$ cat config.mk
export PLATFORM = sky130hd
export DESIGN_NAME = size_class_block_allocator
export DESIGN_NICKNAME = d
export VERILOG_FILES = /design/src/hw/rtl/scba_pkg.sv /design/src/hw/rtl/scba_front.sv /design/src/hw/rtl/scba_queue.sv /design/src/hw/rtl/scba_ram.sv /design/src/hw/rtl/scba_back.sv /design/src/hw/rtl/size_class_block_allocator.sv
export SDC_FILE = /design/constraint.sdc
export NUM_CORES = 1
export LEC_CHECK = 0
export BUFFER_PORTS_ARGS = -buffer_cell sky130_fd_sc_hd__buf_2
export CORE_MARGIN = 2
export CORE_UTILIZATION = 55
export CTS_BUF_LIST = sky130_fd_sc_hd__clkbuf_16
export DETAILED_ROUTE_END_ITERATION = 8
export GPL_TIMING_DRIVEN = 0
export PLACE_DENSITY = 0.75
export RECOVER_POWER = 50
export SYNTH_ARGS = -nofsm -noshare
export SYNTH_HDL_FRONTEND = slang
export SYNTH_HIERARCHICAL = 1
export SYNTH_SLANG_ARGS = --single-unit
$ cat constraint.sdc
create_clock -name clk -period 5.2 [get_ports clk]
set_input_delay 1.04 -clock clk [delete_from_list [all_inputs] [get_ports clk]]
set_output_delay 1.04 -clock clk [all_outputs]
set_load 0.01 [all_outputs]
$ cat src/hw/rtl/scba_pkg.sv
// Shared types and constants for the size-class block allocator.
package scba_pkg;

	localparam int BLOCKS_PER_CLASS_DEF = 16;
	localparam int NUM_CLASSES_DEF      = 8;
	localparam int TAG_WIDTH_DEF        = 32;

	// Widest internal fields over the whole parameter range
	localparam int CLS_MAX_W = 4;
	localparam int IDX_MAX_W = 6;
	localparam int TAG_MAX_W = 64;

	localparam int SIZE_W       = 10;
	localparam int IN_TAG_W     = 32;
	localparam int CLASS_PORT_W = 3;
	localparam int INDEX_PORT_W = 4;
	localparam int STATUS_W     = 2;

	localparam int MIN_BLOCK_BYTES = 4;
	localparam int QUEUE_DEPTH     = 2;

	localparam logic CMD_ALLOC = 1'b0;
	localparam logic CMD_FREE  = 1'b1;

	typedef enum logic [STATUS_W-1:0] {
		ST_OK    = 2'd0,
		ST_RANGE = 2'd1,
		ST_FULL  = 2'd2
	} status_t;

	typedef enum logic [1:0] {
		OP_ALLOC = 2'd0,
		OP_FREE  = 2'd1,
		OP_FAIL  = 2'd2
	} op_t;

	typedef struct packed {
		op_t                  op;
		logic [CLS_MAX_W-1:0] cls;
		logic [IDX_MAX_W-1:0] idx;
		logic [TAG_MAX_W-1:0] tag;
	} cmd_t;

endpackage

$ cat src/hw/rtl/scba_front.sv
// Front end: classifies a request word into an allocate, free or failed command.
module scba_front #(
	parameter int NUM_CLASSES      = scba_pkg::NUM_CLASSES_DEF,
	parameter int BLOCKS_PER_CLASS = scba_pkg::BLOCKS_PER_CLASS_DEF,
	parameter int TAG_WIDTH        = scba_pkg::TAG_WIDTH_DEF
) (
	input  logic                                cmd,
	input  logic [scba_pkg::SIZE_W-1:0]         request_size,
	input  logic [scba_pkg::IN_TAG_W-1:0]       owner_tag,
	input  logic [scba_pkg::CLASS_PORT_W-1:0]   free_class,
	input  logic [scba_pkg::INDEX_PORT_W-1:0]   free_index,
	output scba_pkg::cmd_t                      word
);

	localparam logic [scba_pkg::TAG_MAX_W-1:0] TAG_MASK =
		scba_pkg::TAG_MAX_W'((65'd1 << TAG_WIDTH) - 65'd1);

	logic                             found;
	logic [scba_pkg::CLS_MAX_W-1:0]   size_cls;

	// Smallest class whose block holds the size
	always_comb begin
		found    = 1'b0;
		size_cls = '0;
		for (int c = NUM_CLASSES - 1; c >= 0; c--) begin
			if (16'(request_size) <= (16'(scba_pkg::MIN_BLOCK_BYTES) << c)) begin
				found    = 1'b1;
				size_cls = scba_pkg::CLS_MAX_W'(c);
			end
		end
		if (request_size == '0) begin
			found = 1'b0;
		end
	end

	always_comb begin
		word = '0;
		if (cmd == scba_pkg::CMD_FREE) begin
			word.cls = scba_pkg::CLS_MAX_W'(free_class);
			word.idx = scba_pkg::IDX_MAX_W'(free_index);
			if (int'(free_class) < NUM_CLASSES && int'(free_index) < BLOCKS_PER_CLASS) begin
				word.op = scba_pkg::OP_FREE;
			end else begin
				word.op = scba_pkg::OP_FAIL;
			end
		end else if (found) begin
			word.op  = scba_pkg::OP_ALLOC;
			word.cls = size_cls;
			word.tag = scba_pkg::TAG_MAX_W'(owner_tag) & TAG_MASK;
		end else begin
			word.op = scba_pkg::OP_FAIL;
		end
	end

endmodule

$ cat src/hw/rtl/scba_queue.sv
// Two-entry command queue between the front end and the back end.
module scba_queue (
	input  logic            clk,
	input  logic            arst_n,
	input  logic            push_valid,
	output logic            push_ready,
	input  scba_pkg::cmd_t  push_word,
	output logic            pop_valid,
	input  logic            pop_ready,
	output scba_pkg::cmd_t  pop_word
);

	localparam int PTR_W = (scba_pkg::QUEUE_DEPTH > 1) ? $clog2(scba_pkg::QUEUE_DEPTH) : 1;
	localparam int CNT_W = $clog2(scba_pkg::QUEUE_DEPTH + 1);

	scba_pkg::cmd_t     mem_q [scba_pkg::QUEUE_DEPTH];
	logic [PTR_W-1:0]   wr_ptr_q;
	logic [PTR_W-1:0]   rd_ptr_q;
	logic [CNT_W-1:0]   count_q;
	logic               push;
	logic               pop;

	assign push_ready = count_q != CNT_W'(scba_pkg::QUEUE_DEPTH);
	assign pop_valid  = count_q != '0;
	assign pop_word   = mem_q[rd_ptr_q];
	assign push       = push_valid && push_ready;
	assign pop        = pop_valid && pop_ready;

	always_ff @(posedge clk or negedge arst_n) begin
		if (!arst_n) begin
			wr_ptr_q <= '0;
			rd_ptr_q <= '0;
			count_q  <= '0;
		end else begin
			if (push) begin
				wr_ptr_q <= (wr_ptr_q == PTR_W'(scba_pkg::QUEUE_DEPTH - 1)) ? '0 : wr_ptr_q + 1'b1;
			end
			if (pop) begin
				rd_ptr_q <= (rd_ptr_q == PTR_W'(scba_pkg::QUEUE_DEPTH - 1)) ? '0 : rd_ptr_q + 1'b1;
			end
			if (push && !pop) begin
				count_q <= count_q + 1'b1;
			end else if (pop && !push) begin
				count_q <= count_q - 1'b1;
			end
		end
	end

	always_ff @(posedge clk) begin
		if (push) begin
			mem_q[wr_ptr_q] <= push_word;
		end
	end

endmodule

$ cat src/hw/rtl/scba_ram.sv
// Generic single-write, single-read RAM with registered read data.
module scba_ram #(
	parameter int WIDTH = 32,
	parameter int DEPTH = 128
) (
	input  logic                                 clk,
	input  logic                                 we,
	input  logic [(DEPTH>1?$clog2(DEPTH):1)-1:0] waddr,
	input  logic [WIDTH-1:0]                     wdata,
	input  logic [(DEPTH>1?$clog2(DEPTH):1)-1:0] raddr,
	output logic [WIDTH-1:0]                     rdata
);

	logic [WIDTH-1:0] mem [DEPTH];

	always_ff @(posedge clk) begin
		if (we) begin
			mem[waddr] <= wdata;
		end
		rdata <= mem[raddr];
	end

endmodule

$ cat src/hw/rtl/scba_back.sv
// Back end: free-mark table, first-free search, tag store and result register.
module scba_back #(
	parameter int NUM_CLASSES      = scba_pkg::NUM_CLASSES_DEF,
	parameter int BLOCKS_PER_CLASS = scba_pkg::BLOCKS_PER_CLASS_DEF,
	parameter int TAG_WIDTH        = scba_pkg::TAG_WIDTH_DEF
) (
	input  logic                               clk,
	input  logic                               arst_n,
	input  logic                               pop_valid,
	output logic                               pop_ready,
	input  scba_pkg::cmd_t                     pop_word,
	output logic                               clearing,
	output logic                               out_valid,
	input  logic                               out_ready,
	output logic [scba_pkg::STATUS_W-1:0]      status,
	output logic [scba_pkg::CLASS_PORT_W-1:0]  block_class,
	output logic [scba_pkg::INDEX_PORT_W-1:0]  block_index
);

	localparam int CLS_W  = (NUM_CLASSES > 1) ? $clog2(NUM_CLASSES) : 1;
	localparam int IDX_W  = (BLOCKS_PER_CLASS > 1) ? $clog2(BLOCKS_PER_CLASS) : 1;
	localparam int DEPTH  = NUM_CLASSES * BLOCKS_PER_CLASS;
	localparam int ADDR_W = (DEPTH > 1) ? $clog2(DEPTH) : 1;
	localparam int CNT_W  = $clog2(DEPTH + 1);

	logic [BLOCKS_PER_CLASS-1:0]        marks_q [NUM_CLASSES];
	logic [CNT_W-1:0]                   clr_cnt_q;
	logic                               out_valid_q;
	logic [scba_pkg::STATUS_W-1:0]      status_q;
	logic [scba_pkg::CLASS_PORT_W-1:0]  block_class_q;
	logic [scba_pkg::INDEX_PORT_W-1:0]  block_index_q;

	logic [CLS_W-1:0]             cls_sel;
	logic [IDX_W-1:0]             idx_sel;
	logic [BLOCKS_PER_CLASS-1:0]  sel_marks;
	logic                         hit;
	logic [IDX_W-1:0]             hit_idx;
	logic [IDX_W-1:0]             wr_idx;
	logic                         take;
	logic                         is_alloc;
	logic                         is_free;
	logic                         ram_we;
	logic [ADDR_W-1:0]            ram_addr;
	logic [TAG_WIDTH-1:0]         ram_wdata;
	logic [TAG_WIDTH-1:0]         tag_rdata;

	assign clearing  = clr_cnt_q != CNT_W'(DEPTH);
	assign pop_ready = !clearing && (!out_valid_q || out_ready);
	assign take      = pop_valid && pop_ready;
	assign is_alloc  = pop_word.op == scba_pkg::OP_ALLOC;
	assign is_free   = pop_word.op == scba_pkg::OP_FREE;
	assign cls_sel   = pop_word.cls[CLS_W-1:0];
	assign idx_sel   = pop_word.idx[IDX_W-1:0];
	assign sel_marks = marks_q[cls_sel];

	// Lowest-numbered free block of the chosen class
	always_comb begin
		hit     = 1'b0;
		hit_idx = '0;
		for (int i = BLOCKS_PER_CLASS - 1; i >= 0; i--) begin
			if (sel_marks[i]) begin
				hit     = 1'b1;
				hit_idx = IDX_W'(i);
			end
		end
	end

	assign wr_idx = is_alloc ? hit_idx : idx_sel;

	// Tag store: swept to zero after reset, then written on grant and free
	always_comb begin
		if (clearing) begin
			ram_we    = 1'b1;
			ram_addr  = clr_cnt_q[ADDR_W-1:0];
			ram_wdata = '0;
		end else begin
			ram_we    = take && ((is_alloc && hit) || is_free);
			ram_addr  = ADDR_W'(int'(cls_sel) * BLOCKS_PER_CLASS + int'(wr_idx));
			ram_wdata = is_free ? '0 : pop_word.tag[TAG_WIDTH-1:0];
		end
	end

	scba_ram #(
		.WIDTH (TAG_WIDTH),
		.DEPTH (DEPTH)
	) u_tag_ram (
		.clk   (clk),
		.we    (ram_we),
		.waddr (ram_addr),
		.wdata (ram_wdata),
		.raddr (ram_addr),
		.rdata (tag_rdata)
	);

	always_ff @(posedge clk or negedge arst_n) begin
		if (!arst_n) begin
			for (int c = 0; c < NUM_CLASSES; c++) begin
				marks_q[c] <= '1;
			end
			clr_cnt_q   <= '0;
			out_valid_q <= 1'b0;
		end else begin
			if (clearing) begin
				clr_cnt_q <= clr_cnt_q + 1'b1;
			end
			if (take) begin
				if (is_alloc && hit) begin
					marks_q[cls_sel][hit_idx] <= 1'b0;
				end else if (is_free) begin
					marks_q[cls_sel][idx_sel] <= 1'b1;
				end
			end
			if (take) begin
				out_valid_q <= 1'b1;
			end else if (out_ready) begin
				out_valid_q <= 1'b0;
			end
		end
	end

	always_ff @(posedge clk) begin
		if (take) begin
			block_class_q <= pop_word.cls[scba_pkg::CLASS_PORT_W-1:0];
			if (pop_word.op == scba_pkg::OP_FAIL) begin
				status_q      <= scba_pkg::ST_RANGE;
				block_index_q <= pop_word.idx[scba_pkg::INDEX_PORT_W-1:0];
			end else if (is_alloc) begin
				status_q      <= hit ? scba_pkg::ST_OK : scba_pkg::ST_FULL;
				block_index_q <= hit ? scba_pkg::INDEX_PORT_W'(hit_idx) : '0;
			end else begin
				status_q      <= scba_pkg::ST_OK;
				block_index_q <= pop_word.idx[scba_pkg::INDEX_PORT_W-1:0];
			end
		end
	end

	assign out_valid   = out_valid_q;
	assign status      = status_q;
	assign block_class = block_class_q;
	assign block_index = block_index_q;

endmodule

$ cat src/hw/rtl/size_class_block_allocator.sv
// Top level of the size-class block allocator.
//
//   channel  direction  handshake              payload
//   request  in         in_valid / in_ready    cmd, request_size, owner_tag,
//                                              free_class, free_index
//   result   out        out_valid / out_ready  status, block_class, block_index
//
// One word is accepted per cycle when the result side keeps up; its result
// is registered first in the queue and then in the result register,
// with one result for every request.
// The per-class first-free search and mark update run in the same back-end cycle.
// After reset the tag store is swept to zero over its NUM_CLASSES * BLOCKS_PER_CLASS
// entries (128 by default); in_ready stays low during the sweep.
// A stalled result holds in the output register while the two-entry queue
// keeps taking requests until it fills.
module size_class_block_allocator #(
	parameter int NUM_CLASSES      = scba_pkg::NUM_CLASSES_DEF,
	parameter int BLOCKS_PER_CLASS = scba_pkg::BLOCKS_PER_CLASS_DEF,
	parameter int TAG_WIDTH        = scba_pkg::TAG_WIDTH_DEF
) (
	input  logic                               clk,
	input  logic                               arst_n,
	input  logic                               in_valid,
	output logic                               in_ready,
	input  logic                               cmd,
	input  logic [scba_pkg::SIZE_W-1:0]        request_size,
	input  logic [scba_pkg::IN_TAG_W-1:0]      owner_tag,
	input  logic [scba_pkg::CLASS_PORT_W-1:0]  free_class,
	input  logic [scba_pkg::INDEX_PORT_W-1:0]  free_index,
	output logic                               out_valid,
	input  logic                               out_ready,
	output logic [scba_pkg::STATUS_W-1:0]      status,
	output logic [scba_pkg::CLASS_PORT_W-1:0]  block_class,
	output logic [scba_pkg::INDEX_PORT_W-1:0]  block_index
);

	scba_pkg::cmd_t  front_word;
	scba_pkg::cmd_t  queue_word;
	logic            push_ready;
	logic            queue_valid;
	logic            queue_ready;
	logic            clearing;

	assign in_ready = push_ready && !clearing;

	scba_front #(
		.NUM_CLASSES      (NUM_CLASSES),
		.BLOCKS_PER_CLASS (BLOCKS_PER_CLASS),
		.TAG_WIDTH        (TAG_WIDTH)
	) u_front (
		.cmd          (cmd),
		.request_size (request_size),
		.owner_tag    (owner_tag),
		.free_class   (free_class),
		.free_index   (free_index),
		.word         (front_word)
	);

	scba_queue u_queue (
		.clk        (clk),
		.arst_n     (arst_n),
		.push_valid (in_valid && !clearing),
		.push_ready (push_ready),
		.push_word  (front_word),
		.pop_valid  (queue_valid),
		.pop_ready  (queue_ready),
		.pop_word   (queue_word)
	);

	scba_back #(
		.NUM_CLASSES      (NUM_CLASSES),
		.BLOCKS_PER_CLASS (BLOCKS_PER_CLASS),
		.TAG_WIDTH        (TAG_WIDTH)
	) u_back (
		.clk         (clk),
		.arst_n      (arst_n),
		.pop_valid   (queue_valid),
		.pop_ready   (queue_ready),
		.pop_word    (queue_word),
		.clearing    (clearing),
		.out_valid   (out_valid),
		.out_ready   (out_ready),
		.status      (status),
		.block_class (block_class),
		.block_index (block_index)
	);

endmodule

==> impl_metrics.env, run 1 <==
export IMPL_status="finished with violations"
export IMPL_violations="capacitance limit, slew limit"
export IMPL_drc_errors=0
export IMPL_leakage_nw=3.76
export IMPL_cap_viol_max_count=1
export IMPL_fin_crit_ps=5140
export IMPL_num_vias=8543
export IMPL_drive_above_1_share=0.307
export IMPL_power_density_nw_per_um2=251
export IMPL_drt_iter0_drc=1415
export IMPL_tightest_slew_ps=3160
export IMPL_dp_hpwl_um=22600
export IMPL_required_ps=5540
export IMPL_post_cts_buffers=0
export IMPL_gr_total_overflow=0
export IMPL_slew_headroom=-1.11
export IMPL_synth_nets=955
export IMPL_rows=47
export IMPL_drt_pass1_iterations=6
export IMPL_crit_buf_inv=6
export IMPL_syn_avg_cell_area_um2=10.4
export IMPL_syn_inst=898
export IMPL_period_share=0.989
export IMPL_antenna_found_initial=0
export IMPL_clk_path_buf_depth=2
export IMPL_holdWs_ps=484
export IMPL_drt_wl_total_um=32800
export IMPL_cts_tree="yes"
export IMPL_drtAntennaViolNets=0
export IMPL_pre_cts_slack_ps=-34.2
export IMPL_rsz0062_at_grt="false"
export IMPL_setup_viol=0
export IMPL_drv_slew=62
export IMPL_syn2layout_area_growth_pct=10.8
export IMPL_r2r_start="u_queue/rd_ptr_q"
export IMPL_wl_per_cell_um=27.8
export IMPL_io_buffers=31
export IMPL_initial_core_util=0.564
export IMPL_grt_max_degree=82
export IMPL_final_util=0.625
export IMPL_fillers=1379
export IMPL_cts_root_buf="clkbuf_16"
export IMPL_arrival_ps=5480
export IMPL_cts_sinks=168
export IMPL_crit_chain="buf_6 > buf_2 > mux2_2 > buf_2 > buf_2 > clkbuf_1 > nand3_1 > o2111ai_1 > o211ai_1 > o21ai_1 > and2_1 > buf_1 > nor2_1 > a41oi_1"
export IMPL_hold_class="reg -> reg"
export IMPL_setup_ws_ps=59.2
export IMPL_worstSkewPairLatency_ps=440
export IMPL_yosys_warnings=6
export IMPL_vias_per_cell=7.23
export IMPL_cts_hold_buf=0
export IMPL_numCtsBuffers=17
export IMPL_min_from="u_back/marks_q[0]"
export IMPL_fmax_ghz=0.195
export IMPL_ir_drop_v=0.000286
export IMPL_grt_pass1_wl_um=49400
export IMPL_die_area_um2=18100
export IMPL_crit_path_end_kind="flip-flop"
export IMPL_die_x_um=134
export IMPL_worst_path_max_fanout=10
export IMPL_grtUsageTotal=0.371
export IMPL_pin_count=65
export IMPL_finalClockSkew_ps=11.1
export IMPL_cts_htree_levels=4
export IMPL_hold_violations=0
export IMPL_slowest_delay_ps=570
export IMPL_antenna_cells=0
export IMPL_coreArea_um2=16600
export IMPL_startpoint_type="flip-flop"
export IMPL_die_h_um=134
export IMPL_path_common_cell="buf_2"
export IMPL_cts_clk_slew_worst_paths_ps=70
export IMPL_layout_nets=1006
export IMPL_crit_family="buffers and inverters"
export IMPL_crit_path_start="u_queue/rd_ptr_q"
export IMPL_critical_path_class="reg -> reg"
export IMPL_crit_slowest_cell="buf_1"
export IMPL_finalPower_mw=2.60
export IMPL_routabilityCongestion=1.03
export IMPL_mappedNetlistArea_um2=9350
export IMPL_grt_pass1_vias=8261
## final timing paths
kind                       slack, ps  depth (start not counted)                  end
max                               60                         14   u_back/marks_q[29]
min                              480                          2    u_back/marks_q[0]
max reg2reg                       60                         14   u_back/marks_q[29]
min reg2reg                      480                          2    u_back/marks_q[0]
max in group asynchronous       1100                          2  u_back/marks_q[119]
min in group asynchronous       1650                          1     u_queue/wr_ptr_q
## per-stage QoR
step / setup TNS [ps] / cell area, um2 / std cells
3_3_place_gp: -72.4 / 9780 / 1149
3_5_place_dp: -67.7 / 9820 / 1150
2_1_floorplan: 0 / 9350 / 898
6_report: 0 / 10400 / 1182
5_1_grt: 0 / 10400 / 1182
4_1_cts: 0 / 10400 / 1182
## layer usage
| metal | vias to the layer above | GRT usage | wire length, um |
|---|---|---|---|
| met4 | 0 | 0.225 | 2330 |
| met3 | 200 | 0.116 | 4290 |
| met5 | - | 0 | 0 |
| met2 | 692 | 0.531 | 13800 |
| li1 | 3543 | - | - |
| met1 | 4108 | 0.496 | 12400 |
## power breakdown
part,leakage (nW),internal (mW),switching [mW]
logic,1.78,0.0131,0.0342
registers,1.71,1.34,0
clock network,0.270,0.660,0.549
## registers in the layout, summed over array words and instances, names as in the netlist
register            count
u_queue/rd_ptr_q        1
u_queue/count_q         2
u_back/block_class      3
u_back/clr_cnt_q        8
u_queue/mem_q          18
u_back/block_index      4
u_back/marks_q        128
u_back/out_valid        1
u_queue/wr_ptr_q        1
u_back/status           2
## area by class of cell
cell class                      count  area, um2  share of cell area
Multi-Input combinational cell    660       4510               0.435
Sequential cell                   168       4500               0.434
Clock buffer                       17        425              0.0411
Buffer                             54        314              0.0303
Tap cell                          220        275              0.0266
Timing Repair Buffer               32        149              0.0144
Clock inverter                     15        128              0.0123
Inverter                           16       60.1             0.00580
## worst min-delay path, delay by kind of cell (launching register included)
kind                   cells  cell delay [ps]
DFF                        1              370
buffers and inverters      1               50
AOI/OAI and AO/OA          1               50
## what timing repair did
action | in CTS | in global routing
cloned | 0 | 0
endpoints found under the setup margin | 5 | 26
resized for setup | 1 | 11
## placed cells by master, fill, tap and decap left out, types with 9 or more instances in the layout
cell / count
dfrtp_1: 13
o21ai_0: 11
mux4_2: 14
nor3_1: 23
mux2i_1: 22
dfstp_2: 128
mux2_2: 17
inv_1: 17
nand2b_1: 13
nor2b_1: 10
nand2_1: 34
nor2_1: 58
clkbuf_1: 24
buf_2: 41
nand3_1: 25
xnor2_1: 9
and3_1: 9
a31oi_1: 63
edfxtp_1: 27
clkbuf_16: 17
a21oi_1: 177
nor3_2: 13
Power figures use the tool's default switching activity.
==> run 2, diff against run 1 <==
BUFFER_PORTS_ARGS = -buffer_cell sky130_fd_sc_hd__buf_4   (was -buffer_cell sky130_fd_sc_hd__buf_2)
==> impl_metrics.env, run 2 (synthesis gave the netlist of run 1 again) <==
export IMPL_status="finished with violations"
export IMPL_violations="capacitance limit, slew limit"
export IMPL_io_buffers=31
export IMPL_vias_per_cell=7.24
export IMPL_rsz0062_at_grt="false"
export IMPL_period_share=0.991
export IMPL_setup_viol=0
export IMPL_cts_clk_slew_worst_paths_ps=60
export IMPL_whs_path_depth=2
export IMPL_setup_ws_ps=44.5
export IMPL_grt_pass1_wl_um=49300
export IMPL_syn2layout_area_growth_pct=11.5
export IMPL_dp_cells=1151
export IMPL_hold_violations=0
export IMPL_grt_max_degree=88
export IMPL_numCtsBuffers=17
export IMPL_fin_setup_tns_ps=0
export IMPL_drt_pass1_iterations=6
export IMPL_crit_path_end_kind="flip-flop"
export IMPL_leakage_nw=3.80
export IMPL_fin_cells=1187
export IMPL_rrSetupSlack_ps=40
export IMPL_min_to="u_back/marks_q[2]"
export IMPL_cts_hold_buf=0
export IMPL_clk_path_buf_depth=2
export IMPL_routabilityCongestion=1.06
export IMPL_cap_viol_max_count=2
export IMPL_final_area_um2=10400
export IMPL_pin_count=65
export IMPL_rr_worst_depth=16
export IMPL_final_util=0.629
export IMPL_cts_htree_levels=4
export IMPL_cts_root_buf="clkbuf_16"
export IMPL_r2r_end="u_back/marks_q[96]"
export IMPL_rows=47
export IMPL_ir_drop_v=0.000242
export IMPL_startpoint_type="flip-flop"
export IMPL_grtUsageTotal=0.370
export IMPL_p_int_mw=1.97
export IMPL_die_x_um=134
export IMPL_largest_reg_flops=128
export IMPL_grt_pass1_vias=8256
export IMPL_sw_frac_of_total=0.228
export IMPL_die_h_um=134
export IMPL_layout_nets=1011
export IMPL_tightest_slew_ps=2940
export IMPL_required_ps=5560
export IMPL_final_common_cell="a21oi_1"
export IMPL_die_area_um2=18100
export IMPL_drive_above_1_share=0.313
export IMPL_worst_path_max_fanout=10
export IMPL_drtAntennaViolNets=0
export IMPL_min_from="u_back/marks_q[2]"
export IMPL_hold_class="reg -> reg"
export IMPL_fmax_ghz=0.194
export IMPL_top_regs="u_back/marks_q (128), u_queue/mem_q (18), u_back/clr_cnt_q (8)"
export IMPL_worstSkewPairLatency_ps=450
export IMPL_fin_crit_ps=5160
export IMPL_registers_top_by_ff_count="u_back/marks_q"
export IMPL_drt_wl_total_um=32700
export IMPL_arrival_ps=5510
export IMPL_critical_path_class="reg -> reg"
export IMPL_clkPwrFrac=0.454
export IMPL_finalClockSkew_ps=16.2
export IMPL_antenna_found_initial=0
export IMPL_r2r_start="u_queue/rd_ptr_q"
export IMPL_dp_hpwl_um=22300
export IMPL_p_sw_uw=582
export IMPL_slew_headroom=-0.961
export IMPL_pre_cts_slack_ps=96.4
export IMPL_dpl_cell_area_um2=9910
export IMPL_drt_iter0_drc=1250
export IMPL_cts_tree="yes"
export IMPL_power_density_nw_per_um2=244
export IMPL_num_vias=8595
export IMPL_seqPwrFrac=0.526
export IMPL_combPwrFrac=0.020
export IMPL_gr_total_overflow=0
export IMPL_coreArea_um2=16600
export IMPL_layout_common_cells="a21oi_1 (177), dfstp_2 (128), a31oi_1 (63), nor2_1 (58), nand2_1 (34)"
export IMPL_wl_per_cell_um=27.5
export IMPL_drv_slew=144
export IMPL_antenna_cells=0
export IMPL_cts_sinks=168
export IMPL_drc_errors=0
export IMPL_initial_core_util=0.564
-- run 2: stage by stage --
step	power [mW]	hold WS, ps
CTS	2.57	471
global route	2.63	491
detailed placement	1.42	462
global placement	1.41	450
finish	2.55	470
floorplan	1.38	437
-- run 2: critical path, cell delays in order (launching register included) --
cell     delay (ps)
dfrtp_1         380
buf_6           120
buf_2           160
mux2_2          250
buf_2           260
buf_4           270
buf_4           240
nor2b_1         580
o31ai_1         270
a41oi_1         510
nor4_1          120
and4_1          250
buf_4           190
nor4_4          690
buf_2           460
a21oi_1         120
a21oi_1         170
-- run 2: worst max path at each step --
stage	startpoint	to	slack (ps)	cells past startpoint
finish	u_queue/rd_ptr_q	u_back/marks_q[96]	40	16
global route	u_queue/rd_ptr_q	u_back/marks_q[99]	20	16
CTS	u_queue/rd_ptr_q	u_back/marks_q[43]	80	15
detailed placement	u_queue/rd_ptr_q	u_back/marks_q[43]	100	15
global placement	u_queue/rd_ptr_q	u_back/marks_q[33]	-7	15
floorplan	u_queue/rd_ptr_q	u_back/marks_q[119]	1630	16
-- run 2: per-layer routing --
layer  vias to the layer above  GRT usage  routed length (um)
li1                       3562          -                   -
met1                      4108      0.489               12200
met2                       715      0.510               13400
met3                       210      0.135                4590
met4                         0      0.239                2490
met5                         -          0                   0
-- run 2: power by group through the flow --
| stage | combinational (mW) | sequential, mW | clock [mW] |
|---|---|---|---|
| after floorplan | 0.0142 | 1.36 | 0 |
| after global placement | 0.0517 | 1.36 | 0 |
| after detailed placement | 0.0560 | 1.36 | 0 |
| after CTS | 0.0561 | 1.34 | 1.17 |
| after global routing | 0.0584 | 1.34 | 1.23 |
| final | 0.0512 | 1.34 | 1.16 |
-- run 2: layout make-up --
type | count | area [um2]
clock buffer | 17 | 425
buffer | 54 | 312
fill | 1377 | 6150
clock inverter | 15 | 101
sequential | 168 | 4500
tap | 220 | 275
multi-input combinational | 660 | 4500
timing repair buffer | 37 | 254
inverter | 16 | 60.1
-- run 2: what timing repair did --
| item | 4_1_cts | 5_1_grt |
|---|---|---|
| endpoints found under the hold margin | 0 | 0 |
| setup endpoints to repair | 0 | 49 |
| setup buffers | 0 | 3 |
| gates resized for setup | 0 | 14 |
